$ cat src/rtl/ffha_pkg.sv
// ----------------------------------------------------------------------------
// ffha_pkg
// Request and response types, opcodes and status codes shared by the
// first-fit heap allocator and its checker.
// ----------------------------------------------------------------------------
`default_nettype none

package ffha_pkg;

  localparam int SIZE_W = 11;
  localparam int OFF_W  = 10;
  localparam int FREE_W = 11;

  localparam logic OP_ALLOC   = 1'b0;
  localparam logic OP_RELEASE = 1'b1;

  localparam logic ST_OK   = 1'b0;
  localparam logic ST_FAIL = 1'b1;

  typedef struct packed {
    logic              opcode;
    logic [SIZE_W-1:0] request_size;
    logic [OFF_W-1:0]  block_offset;
  } ffha_req_t;

  typedef struct packed {
    logic              status;
    logic [OFF_W-1:0]  payload_offset;
    logic [FREE_W-1:0] free_bytes;
  } ffha_rsp_t;

endpackage

`default_nettype wire

$ cat src/rtl/ffha_ctrl.sv
// ----------------------------------------------------------------------------
// ffha_ctrl
// Request sequencer: walks the header chain through the header store,
// updates headers by read-modify-write and keeps the free-byte count.
// ----------------------------------------------------------------------------
`default_nettype none

module ffha_ctrl #(
  parameter int HEAP_BYTES = 1024,
  parameter int NODE_BYTES = 16,
  parameter int ROOT_BYTES = 16
) (
  input  wire logic                            clk,
  input  wire logic                            rst_n,
  input  wire logic                            req_valid,
  input  wire ffha_pkg::ffha_req_t             req,
  output logic                                 busy,
  output logic                                 res_valid,
  output ffha_pkg::ffha_rsp_t                  res,
  input  wire logic                            res_taken,
  output logic                                 mem_rd_en,
  output logic [$clog2(HEAP_BYTES)-1:0]        mem_rd_addr,
  input  wire logic [$clog2(HEAP_BYTES+1):0]   mem_rd_data,
  output logic                                 mem_wr_en,
  output logic [$clog2(HEAP_BYTES)-1:0]        mem_wr_addr,
  output logic [$clog2(HEAP_BYTES+1):0]        mem_wr_data
);

  import ffha_pkg::*;

  localparam int SZ_W = $clog2(HEAP_BYTES+1);
  localparam int AW   = $clog2(HEAP_BYTES);
  localparam int WA_W = $clog2(2*HEAP_BYTES+1);
  localparam int X_W  = WA_W + 12;

  localparam bit HAS_BLOCK = (ROOT_BYTES + NODE_BYTES <= HEAP_BYTES);

  localparam logic [X_W-1:0] NODE_X = X_W'(NODE_BYTES);
  localparam logic [X_W-1:0] HEAP_X = X_W'(HEAP_BYTES);
  localparam logic [X_W-1:0] ROOT_X = X_W'(ROOT_BYTES);
  localparam logic [X_W-1:0] LAST_X = X_W'(HEAP_BYTES - NODE_BYTES);

  localparam logic [SZ_W-1:0] FREE_INIT =
    HAS_BLOCK ? SZ_W'(HEAP_BYTES - ROOT_BYTES - NODE_BYTES) : '0;
  localparam logic [SZ_W:0] ROOT_ENT = {HAS_BLOCK, FREE_INIT};

  localparam logic [2:0] S_IDLE  = 3'd0;
  localparam logic [2:0] S_WALK  = 3'd1;
  localparam logic [2:0] S_SPLIT = 3'd2;
  localparam logic [2:0] S_REL   = 3'd3;
  localparam logic [2:0] S_RESP  = 3'd4;

  logic [2:0]      state_r, state_nxt;
  logic            root_init_r;
  logic [SZ_W-1:0] fbc_r, fbc_nxt;
  logic [WA_W-1:0] addr_r, addr_nxt;
  logic [X_W-1:0]  size_r, size_nxt;
  logic [WA_W-1:0] rest_addr_r, rest_addr_nxt;
  logic [SZ_W-1:0] rest_size_r, rest_size_nxt;
  ffha_rsp_t       res_r, res_nxt;

  logic [WA_W-1:0] wr_addr_w;
  logic [SZ_W:0]   ent;
  logic            ent_free;
  logic [X_W-1:0]  hsize_x;
  logic [X_W-1:0]  addr_x;
  logic [X_W-1:0]  in_size_x;
  logic [X_W-1:0]  off_x;
  logic [X_W-1:0]  rel_x;
  logic [X_W-1:0]  fbc_x;
  logic [X_W-1:0]  charge_x;
  logic [X_W-1:0]  dec_x;
  logic [X_W-1:0]  left_x;
  logic [X_W-1:0]  rest_x;
  logic [X_W-1:0]  next_x;
  logic [X_W-1:0]  sum_x;
  logic [X_W-1:0]  pay_x;
  logic [X_W-1:0]  rem_x;
  logic            found;
  logic            split;

  function automatic logic [FREE_W-1:0] free_out(input logic [SZ_W-1:0] v);
    logic [X_W-1:0] w;
    w = X_W'(v);
    return w[FREE_W-1:0];
  endfunction

  // the root header keeps its reset value until first written
  assign ent      = (root_init_r && (X_W'(addr_r) == ROOT_X)) ? ROOT_ENT : mem_rd_data;
  assign ent_free = ent[SZ_W];
  assign hsize_x  = X_W'(ent[SZ_W-1:0]);
  assign addr_x   = X_W'(addr_r);
  assign fbc_x    = X_W'(fbc_r);

  assign in_size_x = X_W'(req.request_size);
  assign off_x     = X_W'(req.block_offset);
  assign rel_x     = off_x - NODE_X;

  assign found    = ent_free && (hsize_x >= size_r);
  assign left_x   = hsize_x - size_r;
  assign rest_x   = addr_x + NODE_X + size_r;
  assign split    = (left_x > NODE_X) && (rest_x < HEAP_X);
  assign rem_x    = left_x - NODE_X;
  assign next_x   = addr_x + NODE_X + hsize_x;
  assign charge_x = size_r + NODE_X;
  assign dec_x    = fbc_x - charge_x;
  assign sum_x    = fbc_x + hsize_x;
  assign pay_x    = addr_x + NODE_X;

  assign busy        = (state_r != S_IDLE);
  assign res_valid   = (state_r == S_RESP);
  assign res         = res_r;
  assign mem_wr_addr = wr_addr_w[AW-1:0];

  always_comb begin
    state_nxt     = state_r;
    fbc_nxt       = fbc_r;
    addr_nxt      = addr_r;
    size_nxt      = size_r;
    rest_addr_nxt = rest_addr_r;
    rest_size_nxt = rest_size_r;
    res_nxt       = res_r;
    mem_rd_en     = 1'b0;
    mem_rd_addr   = addr_r[AW-1:0];
    mem_wr_en     = 1'b0;
    wr_addr_w     = addr_r;
    mem_wr_data   = ent;

    case (state_r)
      S_IDLE: begin
        if (req_valid) begin
          if (req.opcode == OP_ALLOC) begin
            size_nxt = in_size_x;
            if (in_size_x >= fbc_x || !HAS_BLOCK) begin
              res_nxt   = '{status: ST_FAIL, payload_offset: '0, free_bytes: free_out(fbc_r)};
              state_nxt = S_RESP;
            end else begin
              addr_nxt    = ROOT_X[WA_W-1:0];
              mem_rd_en   = 1'b1;
              mem_rd_addr = ROOT_X[AW-1:0];
              state_nxt   = S_WALK;
            end
          end else begin
            res_nxt = '{status: ST_FAIL, payload_offset: req.block_offset,
                        free_bytes: free_out(fbc_r)};
            if (off_x < NODE_X || rel_x >= HEAP_X) begin
              state_nxt = S_RESP;
            end else begin
              addr_nxt    = rel_x[WA_W-1:0];
              mem_rd_en   = 1'b1;
              mem_rd_addr = rel_x[AW-1:0];
              state_nxt   = S_REL;
            end
          end
        end
      end

      S_WALK: begin
        if (found) begin
          fbc_nxt     = (fbc_x > charge_x) ? dec_x[SZ_W-1:0] : '0;
          mem_wr_en   = 1'b1;
          wr_addr_w   = addr_r;
          mem_wr_data = {1'b0, split ? size_r[SZ_W-1:0] : ent[SZ_W-1:0]};
          res_nxt     = '{status: ST_OK, payload_offset: pay_x[OFF_W-1:0],
                          free_bytes: free_out(fbc_nxt)};
          rest_addr_nxt = rest_x[WA_W-1:0];
          rest_size_nxt = rem_x[SZ_W-1:0];
          state_nxt     = split ? S_SPLIT : S_RESP;
        end else if (next_x <= LAST_X) begin
          addr_nxt    = next_x[WA_W-1:0];
          mem_rd_en   = 1'b1;
          mem_rd_addr = next_x[AW-1:0];
        end else begin
          res_nxt   = '{status: ST_FAIL, payload_offset: '0, free_bytes: free_out(fbc_r)};
          state_nxt = S_RESP;
        end
      end

      S_SPLIT: begin
        // free remainder header behind the new payload
        mem_wr_en   = 1'b1;
        wr_addr_w   = rest_addr_r;
        mem_wr_data = {1'b1, rest_size_r};
        state_nxt   = S_RESP;
      end

      S_REL: begin
        fbc_nxt     = (sum_x > HEAP_X) ? HEAP_X[SZ_W-1:0] : sum_x[SZ_W-1:0];
        mem_wr_en   = 1'b1;
        wr_addr_w   = addr_r;
        mem_wr_data = {1'b1, ent[SZ_W-1:0]};
        res_nxt.status     = ST_OK;
        res_nxt.free_bytes = free_out(fbc_nxt);
        state_nxt   = S_RESP;
      end

      S_RESP: begin
        if (res_taken) begin
          state_nxt = S_IDLE;
        end
      end

      default: begin
        state_nxt = S_IDLE;
      end
    endcase
  end

  always_ff @(posedge clk) begin
    if (!rst_n) begin
      state_r     <= S_IDLE;
      fbc_r       <= FREE_INIT;
      root_init_r <= 1'b1;
    end else begin
      state_r <= state_nxt;
      fbc_r   <= fbc_nxt;
      if (mem_wr_en && (X_W'(wr_addr_w) == ROOT_X)) begin
        root_init_r <= 1'b0;
      end
    end
  end

  always_ff @(posedge clk) begin
    addr_r      <= addr_nxt;
    size_r      <= size_nxt;
    rest_addr_r <= rest_addr_nxt;
    rest_size_r <= rest_size_nxt;
    res_r       <= res_nxt;
  end

endmodule

`default_nettype wire

$ cat config.mk
export PLATFORM = sky130hd
export DESIGN_NAME = ffha_ctrl
export DESIGN_NICKNAME = d
export VERILOG_FILES = /design/src/rtl/ffha_pkg.sv /design/src/rtl/ffha_ctrl.sv
export SDC_FILE = /design/constraint.sdc
export NUM_CORES = 1
export LEC_CHECK = 0
export ABC_AREA = 1
export BUFFER_PORTS_ARGS = -buffer_cell sky130_fd_sc_hd__buf_2
export CAP_MARGIN = 10
export CELL_PAD_IN_SITES_DETAIL_PLACEMENT = 1
export CELL_PAD_IN_SITES_GLOBAL_PLACEMENT = 1
export CORE_MARGIN = 1.5
export CORE_UTILIZATION = 31
export CTS_CLUSTER_SIZE = 28
export DETAILED_ROUTE_END_ITERATION = 8
export MAX_ROUTING_LAYER = met4
export PLACE_DENSITY_LB_ADDON = 0.3
export SYNTH_ARGS = -nofsm -noshare
export SYNTH_HDL_FRONTEND = slang
export SYNTH_SLANG_ARGS = --single-unit
export TNS_END_PERCENT = 5
$ cat constraint.sdc
create_clock -name clk -period 10.5 [get_ports clk]
set_input_delay 0.525 -clock clk [delete_from_list [all_inputs] [get_ports clk]]
set_output_delay 0.525 -clock clk [all_outputs]
set_load 0.05 [all_outputs]
* Word level (Yosys, flattened, before mapping)
Index checks and enable logic that the tools add are counted.
** Operators by class
- Add/subtract/negate cells :: 9
- $lt $le $gt $ge :: 9
- Equal/unequal tests :: 15
- Muxes and demuxes :: 49
- Bitwise operators :: 1
- Reduce and logical (&&, ||, !) cells :: 18
** Operators by type and width (count)
- $mux W22 :: 5
- $mux W12 :: 9
- $mux W10 :: 6
- $add A24 B11 Y24 :: 2
- $mux W11 :: 4
- $pmux W10 S2 :: 2
- $pmux W12 S3 :: 1
- $pmux W11 S3 :: 1
- $eq A12 B5 Y1 const B :: 2
- $ge A24 B11 Y1 const B :: 1
- $gt A24 B5 Y1 const B :: 1
- $le A24 B10 Y1 const B :: 1
- $lt A24 B11 Y1 const B :: 1
- $mux W3 :: 8
- $pmux W12 S2 :: 1
- $ge A11 B11 Y1 :: 2
- $pmux W11 S2 :: 1
- $add A12 B5 Y13 const B :: 1
- $add A11 B11 Y12 :: 1
- $add A11 B5 Y12 const B :: 1
- $gt A11 B12 Y1 :: 1
- $gt A12 B11 Y1 const B :: 1
- $ne A3 B3 Y1 const B :: 4
- $pmux W3 S4 :: 1
- 24 further kinds :: 43
** Word-level totals
- Bits in registers :: 83
- Bits of input ports :: 38
- Word-level logic and storage cells :: 111

* Longest topological paths before layout
- Depth in word-level cells :: 9
- Gate-level depth with buffers :: 29

* Least setup slack after synthesis
Ideal clock, no wire load.
- Path kind :: reg-to-output
- From :: register addr_r[5]
- To :: output mem_wr_data[0]
- Arrival time :: 4.063 ns
- Data required time :: 9.975 ns
- Path slack :: 5.912 ns
- Cell stages (with the launch flop) :: 27
- Path buffers :: 1
- Cell sequence :: edfxtp_1 inv_1 ha_1 nand2_1 nor3_2 nand2_4 buf_6 nand2_1 ha_1 inv_1 ha_1 inv_1 nand2_1 nand2_1 nand3_2 xnor2_1 ha_1 nand3b_1 nor2_1 nand3_1 nand2_1 nand2_1 nor2_1 nand3_2 nand3_2 a21oi_2 o21ai_0
** On the way
- Word-level cells in the longest chain between the ends :: 9
** Ends and longest elaborated chain
- from (decl) :: line ffha_ctrl.sv:56 : logic [WA_W-1:0] addr_r, addr_nxt;
- from (signal assigned) :: line ffha_ctrl.sv:224 : addr_r <= addr_nxt;
- branches (longest 8 deep; another with $add A24 B11 Y24)
- $pmux W12 S3 * :: line ffha_ctrl.sv:129 : case (state_r)
- to (decl) :: line ffha_ctrl.sv:26 : output logic [$clog2(HEAP_BYTES+1):0] mem_wr_data
Every way passes the cells marked *.

* Worst setup path in the final report
- From :: register addr_r[4]
- To :: output mem_wr_data[2]
Same word-level chain as after synthesis.

==> flow_summary_export.csv <==
group,metric,value,unit
sta,hold_viol,0,
global_routing,grt_pass1_wl,49760,µm
sta,maxSlewHeadroom,0.2986,
synth,yosys_warnings,0,
sta,finalCritPeriodShare,0.5144,
synth,synth_area_leaders,"edfxtp_1 (25%), nand2_1 (13%), ha_1 (9.9%), inv_1 (8.8%), o21ai_0 (5.1%)",
synth,synth_edf_count,68,
sta,tightest_slew,1.048,ns
sta,setup-violations-final,0,
setup_path,path_common_cell,"nand2_1",
synth,syn_area_per_cell,6.875,µm²
clock_tree,cts_root_buf,"clkbuf_16",
die,core_area,25980,µm²
pwr,finalPower,1.532,mW
sta,rsz0062_at_grt,"false",
synth,synth-seq-cells,83,
placed_design,numPortBuffers,95,
clock_tree,postCtsSetupBuffers,0,
route,drt-pass1-iter-count,5,
clock_tree,htreeDepth,3,
route,avgRoutedWirePerCell,20.09,µm
clock_tree,clk_latency,0.37,ns
route,wl,32710,µm
layout,syn_to_final_growth,14.10,%
global_routing,gr-usage-all-layers,0.2503,
setup_path,cp-start-kind,"flip-flop",
placed_design,dp_hpwl,26890,µm
clock_tree,cts_buffers,9,
clock_tree,cts_tree,"done",
die,dieWidth,165.5,µm
synth,synth_nets,1295,
synth,syn_area,8182,µm²
die,start_util,0.3149,
pwr,p_leak,4.608,nW
sta,fmax,185.1,MHz
hold_path,hold_path.class,"input pin to flip-flop",
setup_path,endpoint_kind,"output port",
layout,num_antenna_cells,0,
route,via_count,8605,
sta,finClkSkew,0.01175,ns
clock_tree,cts.clk_slew.worst_paths,0.07,ns
pwr,vdd_drop_max,0.07943,mV
pwr,power-per-cell-area,164.1,nW/µm²
global_routing,grt_max_degree,33,
run_status,status,"finished, final reports clean",
global_routing,grt_pass1_vias,8445,
sta,fin_crit,5.401,ns
sta,slew_viol_final,0,
setup_path,critical_path.max_fanout,17,
synth,ys.flop_type,"edfxtp_1",
synth,synth_top_area_frac,0.2496,
setup_path,cp.arrival,4.88,ns
global_routing,grt_antenna_before_repair,0,
die,io-pin-count,96,
layout,fin_nets,1393,
synth,netlist_instances,1190,
sta,tns,0,ns
route,ant_nets,0,
placed_design,dp_cells,1612,
clock_tree,cts_hold_buf,0,
global_routing,gr-total-overflow,0,
route,drc,0,
placed_design,gp_congestion,0.9523,
synth,ys_seq_area_frac,0.2863,
route,drt-initial-drc-count,575,
die,num_rows,59,
clock_tree,cts_resized,0,
route,vias_per_cell,5.286,
job,drv_cap,0,
die,die_area,27380,µm²
setup_path,cp.required,9.98,ns
clock_tree,cts.sink_count,83,
die,die_h,165.5,µm
setup_path,max_stage_delay,0.54,ns
clock_tree,clockBufferDepth,2,
setup_path,worst_path_max_delay_cell,"edfxtp_1",
layout,instances_no_fill,1628,
layout,drive_gt1_frac,0.1346,
synth,ys_types,54,
setup_path,timing_worst_setup_path_type,"flip-flop to output port",
synth,yosysTopAreaCell,"edfxtp_1",
synth,async_reset_ff_frac,0,
[cells by family after synthesis]
kind of cell    after synthesis  share of synthesized area
compound gates              213                     0.1434
simple gates                574                     0.3218
fa+ha+maj                    67                     0.1043
xor+xnor                     38                    0.04297
flops                        83                     0.2863
buf+inv                     215                     0.1012
[layer usage]
layer	global-route usage	wire, µm	vias up	share of wire
li1	-	-	4151	-
met1	0.3556	16220	4169	0.50
met2	0.3858	14500	256	0.44
met3	0.02023	1434	29	0.044
met4	0.05641	554	0	0.017
met5	-	0	-	0
[flip-flops by register name, summed over array words and instances (netlist names)]
signal       cells
size_r          11
root_init_r      1
res             22
rest_addr_r     12
addr_r          12
state_r          3
fbc_r           11
rest_size_r     11
[path summary, 6_finish.rpt]
path,startpoint,endpoint,slack [ns],depth (start not counted)
min,req[10],size_r[0],0.35,1
min reg2reg,root_init_r,root_init_r,0.50,2
max,addr_r[4],mem_wr_data[2],5.10,27
max reg2reg,addr_r[4],res[1],5.85,18
[cells in the mapped netlist (4+ instances only)]
cell type / number
dfxtp_1: 15
o22ai_1: 19
or2_2: 4
nor2_1: 107
nand4_1: 30
nand2_1: 282
xnor2_1: 8
nand3b_1: 5
nand3_1: 80
o21ai_0: 83
o2111ai_1: 4
o21ai_1: 6
nand3_2: 9
nor2_4: 5
inv_1: 192
clkbuf_1: 9
nor2_2: 5
o21bai_1: 6
nand2_2: 10
a21oi_1: 77
ha_1: 65
inv_2: 9
nor3_1: 19
xor2_1: 29
edfxtp_1: 68
[final cells by class]
class | count | area [µm²]
Fill cell | 3344 | 16650
Multi-Input combinational cell | 892 | 5014
Sequential cell | 83 | 2342
Inverter | 202 | 760.7
Timing Repair Buffer | 100 | 510.5
Tap cell | 335 | 419.2
Clock buffer | 9 | 225.2
Clock inverter | 7 | 63.81
[stage by stage]
step,hold slack (ns),setup WS [ns],cell area [µm²],utilization
6_report,0.3501,5.099,9335,0.3593
4_1_cts,0.3469,5.124,9333,0.3592
5_1_grt,0.3599,4.708,9335,0.3593
3_3_place_gp,0.4850,5.575,9039,0.3478
2_1_floorplan,0.4187,5.912,8182,-
3_5_place_dp,0.4937,5.528,9044,0.3480
[worst max-delay path, delay by kind of cell (launching register included)]
| family | cells | cell delay, ns |
|---|---|---|
| adders and majority gates | 2 | 0.49 |
| and+or+nand+nor | 20 | 2.37 |
| xor gates and xnor gates | 1 | 0.31 |
| DFF | 1 | 0.54 |
| buffers and inverters | 2 | 0.38 |
| AOI/OAI and AO/OA | 2 | 0.40 |
[report_power, final]
| part | switching [mW] | internal, mW | total [mW] |
|---|---|---|---|
| sequential | 0.0286 | 0.405 | 0.434 |
| clock | 0.169 | 0.168 | 0.337 |
| combinational | 0.567 | 0.195 | 0.762 |
| total | 0.765 | 0.768 | 1.53 |
[cell usage in the layout (no fill, tap or decap), types with 10 or more instances in the layout]
cell,netlist,final
nand2_1,282,282
inv_1,192,192
nor2_1,107,106
buf_2,0,96
o21ai_0,83,83
nand3_1,80,80
a21oi_1,77,77
edfxtp_1,68,68
ha_1,65,65
nand4_1,30,30
xor2_1,29,29
nor3_1,19,19
o22ai_1,19,19
dfxtp_1,15,15
nand2_2,10,10
Power figures use the tool's default switching activity.
